===== src/sv/smbt_pkg.sv =====
// shared types, constants and register codes for the spi master byte engine
`default_nettype none

package smbt_pkg;

    // defaults for the top-level parameters
    localparam int DATA_BITS_DEF   = 8;
    localparam int MAX_DIV_EXP_DEF = 6;

    // fixed field widths
    localparam int BYTE_W     = 8;
    localparam int DIV_EXP_W  = 3;
    localparam int MODE_W     = 2;
    localparam int CFG_IDX_W  = 2;
    localparam int CFG_DATA_W = 3;

    // largest code the exponent register can hold
    localparam int DIV_EXP_CODE_MAX = (1 << DIV_EXP_W) - 1;

    // register indexes
    localparam logic [CFG_IDX_W-1:0] REG_CLK_DIV   = 2'd0;
    localparam logic [CFG_IDX_W-1:0] REG_LSB_FIRST = 2'd1;
    localparam logic [CFG_IDX_W-1:0] REG_SPI_MODE  = 2'd2;

    // register reset values
    localparam logic [DIV_EXP_W-1:0] DIV_EXP_RST   = 3'd1;
    localparam logic                 LSB_FIRST_RST = 1'b0;
    localparam logic [MODE_W-1:0]    SPI_MODE_RST  = 2'd0;

    typedef struct packed {
        logic [DIV_EXP_W-1:0] div_exp;
        logic                 lsb_first;
        logic [MODE_W-1:0]    spi_mode;
    } cfg_t;

    typedef struct packed {
        logic              sck_out;
        logic              mosi_out;
        logic              busy_res;
        logic              rx_valid;
        logic [BYTE_W-1:0] rx_byte;
    } res_t;

endpackage

`default_nettype wire


===== src/sv/smbt_if.sv =====
// valid/ready channel interfaces for ticks, pin results and register writes
`default_nettype none

interface smbt_tick_if import smbt_pkg::*; ();
    logic              valid;
    logic              ready;
    logic              start_req;
    logic [BYTE_W-1:0] tx_byte;
    logic              miso_in;

    modport source (output valid, output start_req, output tx_byte, output miso_in,
                    input ready);
    modport sink   (input valid, input start_req, input tx_byte, input miso_in,
                    output ready);
endinterface

interface smbt_pins_if import smbt_pkg::*; ();
    logic              valid;
    logic              ready;
    logic              sck_out;
    logic              mosi_out;
    logic              busy_res;
    logic              rx_valid;
    logic [BYTE_W-1:0] rx_byte;

    modport source (output valid, output sck_out, output mosi_out, output busy_res,
                    output rx_valid, output rx_byte, input ready);
    modport sink   (input valid, input sck_out, input mosi_out, input busy_res,
                    input rx_valid, input rx_byte, output ready);
endinterface

interface smbt_cfg_if import smbt_pkg::*; ();
    logic                  valid;
    logic                  ready;
    logic [CFG_IDX_W-1:0]  index;
    logic [CFG_DATA_W-1:0] data;

    modport source (output valid, output index, output data, input ready);
    modport sink   (input valid, input index, input data, output ready);
endinterface

`default_nettype wire


===== src/sv/smbt_engine.sv =====
// spi shift engine: state registers and the per-tick next-state logic
`default_nettype none

module smbt_engine import smbt_pkg::*; #(
    parameter int DATA_BITS           = DATA_BITS_DEF,
    parameter int MAX_DIVIDE_EXPONENT = MAX_DIV_EXP_DEF
) (
    input  wire logic              clk,
    input  wire logic              rst_n,
    input  wire logic              step,
    input  wire cfg_t              cfg,
    input  wire logic              start_req,
    input  wire logic [BYTE_W-1:0] tx_byte,
    input  wire logic              miso_in,
    output res_t                   res_next
);

    localparam int EXP_TOP = (MAX_DIVIDE_EXPONENT < DIV_EXP_CODE_MAX) ?
                             MAX_DIVIDE_EXPONENT : DIV_EXP_CODE_MAX;
    localparam int CNT_W   = EXP_TOP;
    localparam int BIT_W   = $clog2(DATA_BITS + 1);
    localparam int TOP     = DATA_BITS - 1;

    localparam logic [DIV_EXP_W-1:0] EXP_LIM  = DIV_EXP_W'(EXP_TOP);
    localparam logic [BIT_W-1:0]     LAST_CNT = BIT_W'(DATA_BITS);

    logic [CNT_W-1:0]     hp_cnt_reg, hp_cnt_next;
    logic [BIT_W-1:0]     bit_cnt_reg, bit_cnt_next;
    logic [DATA_BITS-1:0] tx_shift_reg, tx_shift_next;
    logic [DATA_BITS-1:0] rx_shift_reg, rx_shift_next;
    logic [DATA_BITS-1:0] hold_reg, hold_next;
    logic                 sck_reg, sck_next;
    logic                 active_reg, active_next;

    logic                        cpol, cpha, strobe, cnt_wrap;
    logic [DIV_EXP_W-1:0]        e_eff;
    logic [CNT_W:0]              half;
    logic [DATA_BITS+BYTE_W-1:0] word_wide, hold_wide;
    logic [DATA_BITS-1:0]        word_ext, tx_adv, rx_taken;

    assign cpol = cfg.spi_mode[1];
    assign cpha = cfg.spi_mode[0];

    assign e_eff    = (cfg.div_exp > EXP_LIM) ? EXP_LIM : cfg.div_exp;
    assign half     = (CNT_W+1)'(1) << e_eff;
    assign cnt_wrap = ({1'b0, hp_cnt_reg} + (CNT_W+1)'(1)) >= half;

    assign word_wide = {{DATA_BITS{1'b0}}, tx_byte};
    assign word_ext  = word_wide[DATA_BITS-1:0];

    // vacated bit position fills with ones so the line idles high
    assign tx_adv   = cfg.lsb_first ? {1'b1, tx_shift_reg[TOP:1]}
                                    : {tx_shift_reg[TOP-1:0], 1'b1};
    assign rx_taken = cfg.lsb_first ? {miso_in, rx_shift_reg[TOP:1]}
                                    : {rx_shift_reg[TOP-1:0], miso_in};

    always_comb
    begin
        hp_cnt_next   = hp_cnt_reg;
        bit_cnt_next  = bit_cnt_reg;
        tx_shift_next = tx_shift_reg;
        rx_shift_next = rx_shift_reg;
        hold_next     = hold_reg;
        sck_next      = sck_reg;
        active_next   = active_reg;
        strobe        = 1'b0;
        if (!active_reg)
        begin
            sck_next = cpol;
            if (start_req)
            begin
                tx_shift_next = word_ext;
                rx_shift_next = '0;
                bit_cnt_next  = '0;
                hp_cnt_next   = '0;
                active_next   = 1'b1;
            end
        end
        else if (cnt_wrap)
        begin
            hp_cnt_next = '0;
            sck_next    = ~sck_reg;
            if (sck_next != cpol)
            begin
                // leading edge
                if (!cpha)
                    rx_shift_next = rx_taken;
                else if (bit_cnt_reg != '0)
                    tx_shift_next = tx_adv;
            end
            else
            begin
                // trailing edge
                if (cpha)
                    rx_shift_next = rx_taken;
                else
                    tx_shift_next = tx_adv;
                bit_cnt_next = bit_cnt_reg + BIT_W'(1);
                if (bit_cnt_next >= LAST_CNT)
                begin
                    active_next   = 1'b0;
                    hold_next     = rx_shift_next;
                    tx_shift_next = '1;
                    bit_cnt_next  = '0;
                    strobe        = 1'b1;
                end
            end
        end
        else
        begin
            hp_cnt_next = hp_cnt_reg + CNT_W'(1);
        end
    end

    assign hold_wide = {{BYTE_W{1'b0}}, hold_next};

    always_comb
    begin
        res_next.sck_out  = sck_next;
        res_next.mosi_out = cfg.lsb_first ? tx_shift_next[0] : tx_shift_next[TOP];
        res_next.busy_res = active_next;
        res_next.rx_valid = strobe;
        res_next.rx_byte  = hold_wide[BYTE_W-1:0];
    end

    always_ff @(posedge clk or negedge rst_n)
    begin
        if (!rst_n)
        begin
            hp_cnt_reg   <= '0;
            bit_cnt_reg  <= '0;
            tx_shift_reg <= '1;
            rx_shift_reg <= '0;
            hold_reg     <= '0;
            sck_reg      <= 1'b0;
            active_reg   <= 1'b0;
        end
        else if (step)
        begin
            hp_cnt_reg   <= hp_cnt_next;
            bit_cnt_reg  <= bit_cnt_next;
            tx_shift_reg <= tx_shift_next;
            rx_shift_reg <= rx_shift_next;
            hold_reg     <= hold_next;
            sck_reg      <= sck_next;
            active_reg   <= active_next;
        end
    end

endmodule

`default_nettype wire


===== src/sv/spi_master_byte_transfer_unit.sv =====
// top level of the spi master byte engine: registers, result register, handshakes
//
//   channel  dir   payload                                       transfer when
//   tick     sink  start_req, tx_byte, miso_in                   valid && ready
//   pins     src   sck_out, mosi_out, busy_res, rx_valid, rx_byte valid && ready
//   cfg      sink  index, data                                   valid && ready
//
// one tick per clock cycle while tick.ready is high; its pin result is registered in the result register
// the next tick is taken in the same cycle as a waiting result is taken
// tick.ready drops only while a result waits and pins.ready is low
// register writes are always taken (cfg.ready is high) and act on the next tick
// rst_n clears the engine to idle and loads the register defaults
`default_nettype none

module spi_master_byte_transfer_unit import smbt_pkg::*; #(
    parameter int DATA_BITS           = DATA_BITS_DEF,
    parameter int MAX_DIVIDE_EXPONENT = MAX_DIV_EXP_DEF
) (
    input  wire logic   clk,
    input  wire logic   rst_n,
    smbt_tick_if.sink   tick,
    smbt_pins_if.source pins,
    smbt_cfg_if.sink    cfg
);

    cfg_t cfg_reg;
    res_t res_reg;
    res_t res_next;
    logic out_valid_reg;
    logic step;

    assign cfg.ready  = 1'b1;
    assign tick.ready = !out_valid_reg || pins.ready;
    assign step       = tick.valid && tick.ready;

    always_ff @(posedge clk or negedge rst_n)
    begin
        if (!rst_n)
        begin
            cfg_reg.div_exp   <= DIV_EXP_RST;
            cfg_reg.lsb_first <= LSB_FIRST_RST;
            cfg_reg.spi_mode  <= SPI_MODE_RST;
        end
        else if (cfg.valid)
        begin
            case (cfg.index)
                REG_CLK_DIV:   cfg_reg.div_exp   <= cfg.data[DIV_EXP_W-1:0];
                REG_LSB_FIRST: cfg_reg.lsb_first <= cfg.data[0];
                REG_SPI_MODE:  cfg_reg.spi_mode  <= cfg.data[MODE_W-1:0];
                default:       ;
            endcase
        end
    end

    smbt_engine #(
        .DATA_BITS           (DATA_BITS),
        .MAX_DIVIDE_EXPONENT (MAX_DIVIDE_EXPONENT)
    ) u_engine (
        .clk       (clk),
        .rst_n     (rst_n),
        .step      (step),
        .cfg       (cfg_reg),
        .start_req (tick.start_req),
        .tx_byte   (tick.tx_byte),
        .miso_in   (tick.miso_in),
        .res_next  (res_next)
    );

    always_ff @(posedge clk or negedge rst_n)
    begin
        if (!rst_n)
            out_valid_reg <= 1'b0;
        else if (step)
            out_valid_reg <= 1'b1;
        else if (pins.ready)
            out_valid_reg <= 1'b0;
    end

    always_ff @(posedge clk)
    begin
        if (step)
            res_reg <= res_next;
    end

    assign pins.valid    = out_valid_reg;
    assign pins.sck_out  = res_reg.sck_out;
    assign pins.mosi_out = res_reg.mosi_out;
    assign pins.busy_res = res_reg.busy_res;
    assign pins.rx_valid = res_reg.rx_valid;
    assign pins.rx_byte  = res_reg.rx_byte;

    // every taken tick shows up as a result on the next cycle
    a_tick_gives_result: assert property (
        @(posedge clk) disable iff (!rst_n)
        tick.valid && tick.ready |=> pins.valid
    ) else $error("taken tick produced no result");

    // a tick is refused only while an untaken result blocks the register
    a_ready_blocked: assert property (
        @(posedge clk) disable iff (!rst_n)
        !tick.ready |-> pins.valid && !pins.ready
    ) else $error("tick refused without a waiting result");

    // the completion strobe is shown on an idle result
    a_strobe_idle: assert property (
        @(posedge clk) disable iff (!rst_n)
        pins.valid && pins.rx_valid |-> !pins.busy_res
    ) else $error("receive strobe while still busy");

    // mosi rests high between transfers
    a_mosi_idle_high: assert property (
        @(posedge clk) disable iff (!rst_n)
        pins.valid && !pins.busy_res |-> pins.mosi_out
    ) else $error("mosi low while idle");

endmodule

`default_nettype wire

===== src/flat_wrapper.sv =====
// flat-port wrapper written by rule: the top's interface ports become plain ports
module spi_master_byte_transfer_unit_flat import smbt_pkg::*;
#(
    parameter int DATA_BITS           = DATA_BITS_DEF,
    parameter int MAX_DIVIDE_EXPONENT = MAX_DIV_EXP_DEF
)
  (clk, rst_n, tick_valid, tick_start_req, tick_tx_byte, tick_miso_in, tick_ready, pins_valid, pins_sck_out, pins_mosi_out, pins_busy_res, pins_rx_valid, pins_rx_byte, pins_ready, cfg_valid, cfg_index, cfg_data, cfg_ready);
  smbt_tick_if tick_i ();
  smbt_pins_if pins_i ();
  smbt_cfg_if cfg_i ();
  input  wire logic clk;
  input  wire logic rst_n;
  input wire logic [$bits(tick_i.valid)-1:0] tick_valid;
  input wire logic [$bits(tick_i.start_req)-1:0] tick_start_req;
  input wire logic [$bits(tick_i.tx_byte)-1:0] tick_tx_byte;
  input wire logic [$bits(tick_i.miso_in)-1:0] tick_miso_in;
  output wire logic [$bits(tick_i.ready)-1:0] tick_ready;
  output wire logic [$bits(pins_i.valid)-1:0] pins_valid;
  output wire logic [$bits(pins_i.sck_out)-1:0] pins_sck_out;
  output wire logic [$bits(pins_i.mosi_out)-1:0] pins_mosi_out;
  output wire logic [$bits(pins_i.busy_res)-1:0] pins_busy_res;
  output wire logic [$bits(pins_i.rx_valid)-1:0] pins_rx_valid;
  output wire logic [$bits(pins_i.rx_byte)-1:0] pins_rx_byte;
  input wire logic [$bits(pins_i.ready)-1:0] pins_ready;
  input wire logic [$bits(cfg_i.valid)-1:0] cfg_valid;
  input wire logic [$bits(cfg_i.index)-1:0] cfg_index;
  input wire logic [$bits(cfg_i.data)-1:0] cfg_data;
  output wire logic [$bits(cfg_i.ready)-1:0] cfg_ready;
  assign tick_i.valid = tick_valid;
  assign tick_i.start_req = tick_start_req;
  assign tick_i.tx_byte = tick_tx_byte;
  assign tick_i.miso_in = tick_miso_in;
  assign tick_ready = tick_i.ready;
  assign pins_valid = pins_i.valid;
  assign pins_sck_out = pins_i.sck_out;
  assign pins_mosi_out = pins_i.mosi_out;
  assign pins_busy_res = pins_i.busy_res;
  assign pins_rx_valid = pins_i.rx_valid;
  assign pins_rx_byte = pins_i.rx_byte;
  assign pins_i.ready = pins_ready;
  assign cfg_i.valid = cfg_valid;
  assign cfg_i.index = cfg_index;
  assign cfg_i.data = cfg_data;
  assign cfg_ready = cfg_i.ready;
  spi_master_byte_transfer_unit #(.DATA_BITS(DATA_BITS), .MAX_DIVIDE_EXPONENT(MAX_DIVIDE_EXPONENT)) u_core (.clk(clk), .rst_n(rst_n), .tick(tick_i), .pins(pins_i), .cfg(cfg_i));
endmodule

===== config.mk =====
export PLATFORM = sky130hd
export DESIGN_NAME = spi_master_byte_transfer_unit_flat
export DESIGN_NICKNAME = d
export VERILOG_FILES = /design/src/sv/smbt_pkg.sv /design/src/sv/smbt_if.sv /design/src/sv/smbt_engine.sv /design/src/sv/spi_master_byte_transfer_unit.sv /design/src/flat_wrapper.sv
export SDC_FILE = /design/constraint.sdc
export NUM_CORES = 1
export LEC_CHECK = 0
export BUFFER_PORTS_ARGS = -buffer_cell sky130_fd_sc_hd__buf_2
export CAP_MARGIN = 5
export CORE_ASPECT_RATIO = 0.7
export CORE_UTILIZATION = 39
export CTS_CLUSTER_SIZE = 40
export DETAILED_ROUTE_END_ITERATION = 10
export GPL_TIMING_DRIVEN = 0
export PLACE_DENSITY = 0.69
export SKIP_CTS_REPAIR_TIMING = 1
export SLEW_MARGIN = 20
export SYNTH_ARGS = -nofsm -noshare
export SYNTH_HDL_FRONTEND = slang
export SYNTH_SLANG_ARGS = --single-unit

===== constraint.sdc =====
create_clock -name clk -period 2.64 [get_ports clk]
set_input_delay 0.132 -clock clk [delete_from_list [all_inputs] [get_ports clk]]
set_output_delay 0.132 -clock clk [all_outputs]
set_load 0.02 [all_outputs]

==> results.md <==
* Status: finished, violations left
* Violated checks: negative setup slack
* WP data required at roughly 2700 ps
* Adder-Cell Fraction of Synth Area at 3.89%
* PnR worst setup slack at -126 ps
* Dpl hpwl at between 5000 and 6000 um
* Yosys cell types at 51
* Iter 0 DRT Violations at 188
* Residual DRC at 0
* PwrDens at roughly 1000 nW/um2
* Syn Std Cell Area at approximately 3200 um2
* Synth Area per Inst at 10.9 um2
* Worst EP arrival at 2820 ps
* Area grow syn2layout at 23.6%
* Worst Setup Path Type: reg2reg
* Slew @ Worst Pin at ~760 ps
* Pin count of the biggest net entering global routing at 44
* Mux contribution to synthesized area at 17.5%
* Layout cells sized above 1 at approximately two fifths
* Most common cell in the netlist: dfrtp_1
* Met2 Use GR at around a quarter
* Peak supply drop at 0.410 mV
* Maximum fanout along the worst path at 7
* # clock sinks at 55
* Number of I/O pins at 35
* GR peak layer: met1
* Fin. Hold Viols at 0
* PortBufs at 33
* FP Rows at 27
* Ys Warns at 0
* 1st-pass router iterations at 5
* CTS max path bufs at 2
* Number of H-tree levels at 2
* Clock latency on the worst-skew pair at approximately 300 ps
* Largest family of logic cells by synthesized area: multiplexers
* Hold Crit Class: in2reg
* Die area at between 8000 and 9000 um2
* Worst clock skew at 13.3 ps
* Met1 Use GR at 27.0%
* Global routing met3 resource utilization at 3.20%
* Initial core utilization at 40.5%
* Clock Pin Slew Worst Setup and Hold Paths at 80 ps
* Die X at around 110 um
* Dpl cells at 430
* Number of max-cap violations at 0
* Placer congestion estimate at 0.848
* Synth cell count leaders: 34 x dfrtp_1, 32 x nand2_1, 28 x mux2_2
* Ant diodes at 0
* Die Span Y at approximately 80 um
* Fin. max-slew vios at 0
* Fin crit share at 105%
* #FFs+latches synth at 55
* Detailed-route via count at 2449
* Synth area leaders: dfrtp_1 26%, edfxtp_1 11%, mux2_2 9.8%
* Vias/cell at between 5 and 6
* Mapped Cells at around 300
* Total routed wirelength at 7260 um
* Synth Area in Compound Gates at between 10% and 20%
* Register area share after synthesis at 45.0%
* Gr usage total at 17.3%
* CTS Buf Count at 5
* Leak pwr at 1.70 nW
* Final setup viols at 29
* First-pass GRT wire length at 11700 um
* Async S/R FF share, synth at between 70% and 80%
* Final net count at 380
* Syn Nets at 326
* Slew margin rel. at 49.4%
* Vias in the first global route at roughly 2.2k
* WL per Instance at 16.1 um
* Post-synthesis simple-gate area fraction at roughly 13%
* Initial antenna violation count at 0
* Commonest register cell after synthesis: dfrtp_1
* Finished Layout Cells at 452
* RSZ-0062 raised after global routing: true
* Total grt overflow at 0
* Clock Tree Root: clkbuf_16
* Max Freq at about 360 MHz
* XOR/XNOR Fraction of Synth Area at 2.69%
* ANT nets after route at 0
* Top cell type's share of synthesized area at 26.5%
* Hold slack at 41.4 ps
* Post-synth EDFFs at 12
* Crit end category: register
* Crit path time final at 2770 ps
* Post-synth top area cell: dfrtp_1
* Setup crit start kind: register
* Core area at 7940 um2
* TritonCTS clock tree: yes
final cells by class:
type                            count  area, um2
Fill cell                         693       3970
Multi-Input combinational cell    227       1890
Sequential cell                    55       1460
Timing Repair Buffer               47        283
Tap cell                          101        126
Clock buffer                        5        125
Buffer                             10       51.3
Clock inverter                      3       27.5
Inverter                            4       15.0
report_power, final:
part	switching, mW	internal (mW)
Sequential	0.242	1.20
Combinational	1.06	0.942
Clock	0.318	0.360
Total	1.62	2.50
cell usage in the layout (no fill, tap or decap), types with 4 or more instances in the layout:
cell type,instances
xnor2_1,4
ha_4,4
nand2b_1,5
nand3_1,5
buf_2,34
mux2i_1,13
buf_4,13
dfrtp_2,7
edfxtp_1,12
nand2_1,30
nor2_1,14
o21ai_0,20
dfstp_2,9
a21oi_1,20
mux2_4,15
clkbuf_16,5
clkbuf_1,6
a22o_1,11
nand3b_1,6
ha_1,6
dfrtp_1,27
mux2_2,21
logic make-up after synthesis:
family          Yosys count
compound gates           73
xor+xnor                  9
fa+ha+maj                10
buf+inv                  14
flops                    55
mux                      49
other cells               1
simple gates             85
worst max-delay path: stages, from the launching register on:
cell and delay [ps]:
dfrtp_2 430, ha_4 170, nand3_4 90, nor2_1 160, ha_1 270, and2_4 180, a221o_1 340, a41oi_4 320
nor3_4 110, buf_6 160, mux2_4 290
path summary, 6_finish.rpt:
kind | startpoint | endpoint | slack (ps) | depth (start not counted)
min in group asynchronous | rst_n | u_core.u_engine.hold_reg[4]$_DFFE_PN0P_ | 370 | 2
hold / removal | tick_valid | u_core.pins.valid$_DFFE_PN0P_ | 40 | 2
hold reg to reg | u_core.u_engine.tx_shift_reg[7]$_DFFE_PN1P_ | u_core.u_engine.tx_shift_reg[7]$_DFFE_PN1P_ | 490 | 2
max in group asynchronous | rst_n | u_core.cfg_reg[5]$_DFFE_PN0P_ | 1850 | 2
setup / recovery | u_core.u_engine.hp_cnt_reg[0]$_DFFE_PN0P_ | u_core.pins.rx_byte[3]$_DFFE_PP_ | -130 | 10
setup reg to reg | u_core.u_engine.hp_cnt_reg[0]$_DFFE_PN0P_ | u_core.pins.rx_byte[3]$_DFFE_PP_ | -130 | 10
per-stage QoR:
stage / TNS [ps] / utilization, % / power [mW] / instance area (um2) / setup WS (ps)
3_5_place_dp: -9530 / 44.8 / 3.16 / 3550 / -348
3_3_place_gp: -8410 / 44.8 / 3.09 / 3550 / -335
4_1_cts: -10620 / 46.7 / 3.85 / 3710 / -366
5_1_grt: -6400 / 50.1 / 4.40 / 3970 / -242
6_report: -1830 / 50.1 / 4.12 / 3970 / -126
2_1_floorplan: -524 / - / 2.73 / 3260 / -74.9
layer usage:
| metal | vias to the layer above | wire [um] |
|---|---|---|
| li1 | 1183 | - |
| met1 | 1175 | 3740 |
| met2 | 82 | 3060 |
| met3 | 9 | 396 |
| met4 | 0 | 59 |
| met5 | - | 0 |
Power figures use the tool's default switching activity.
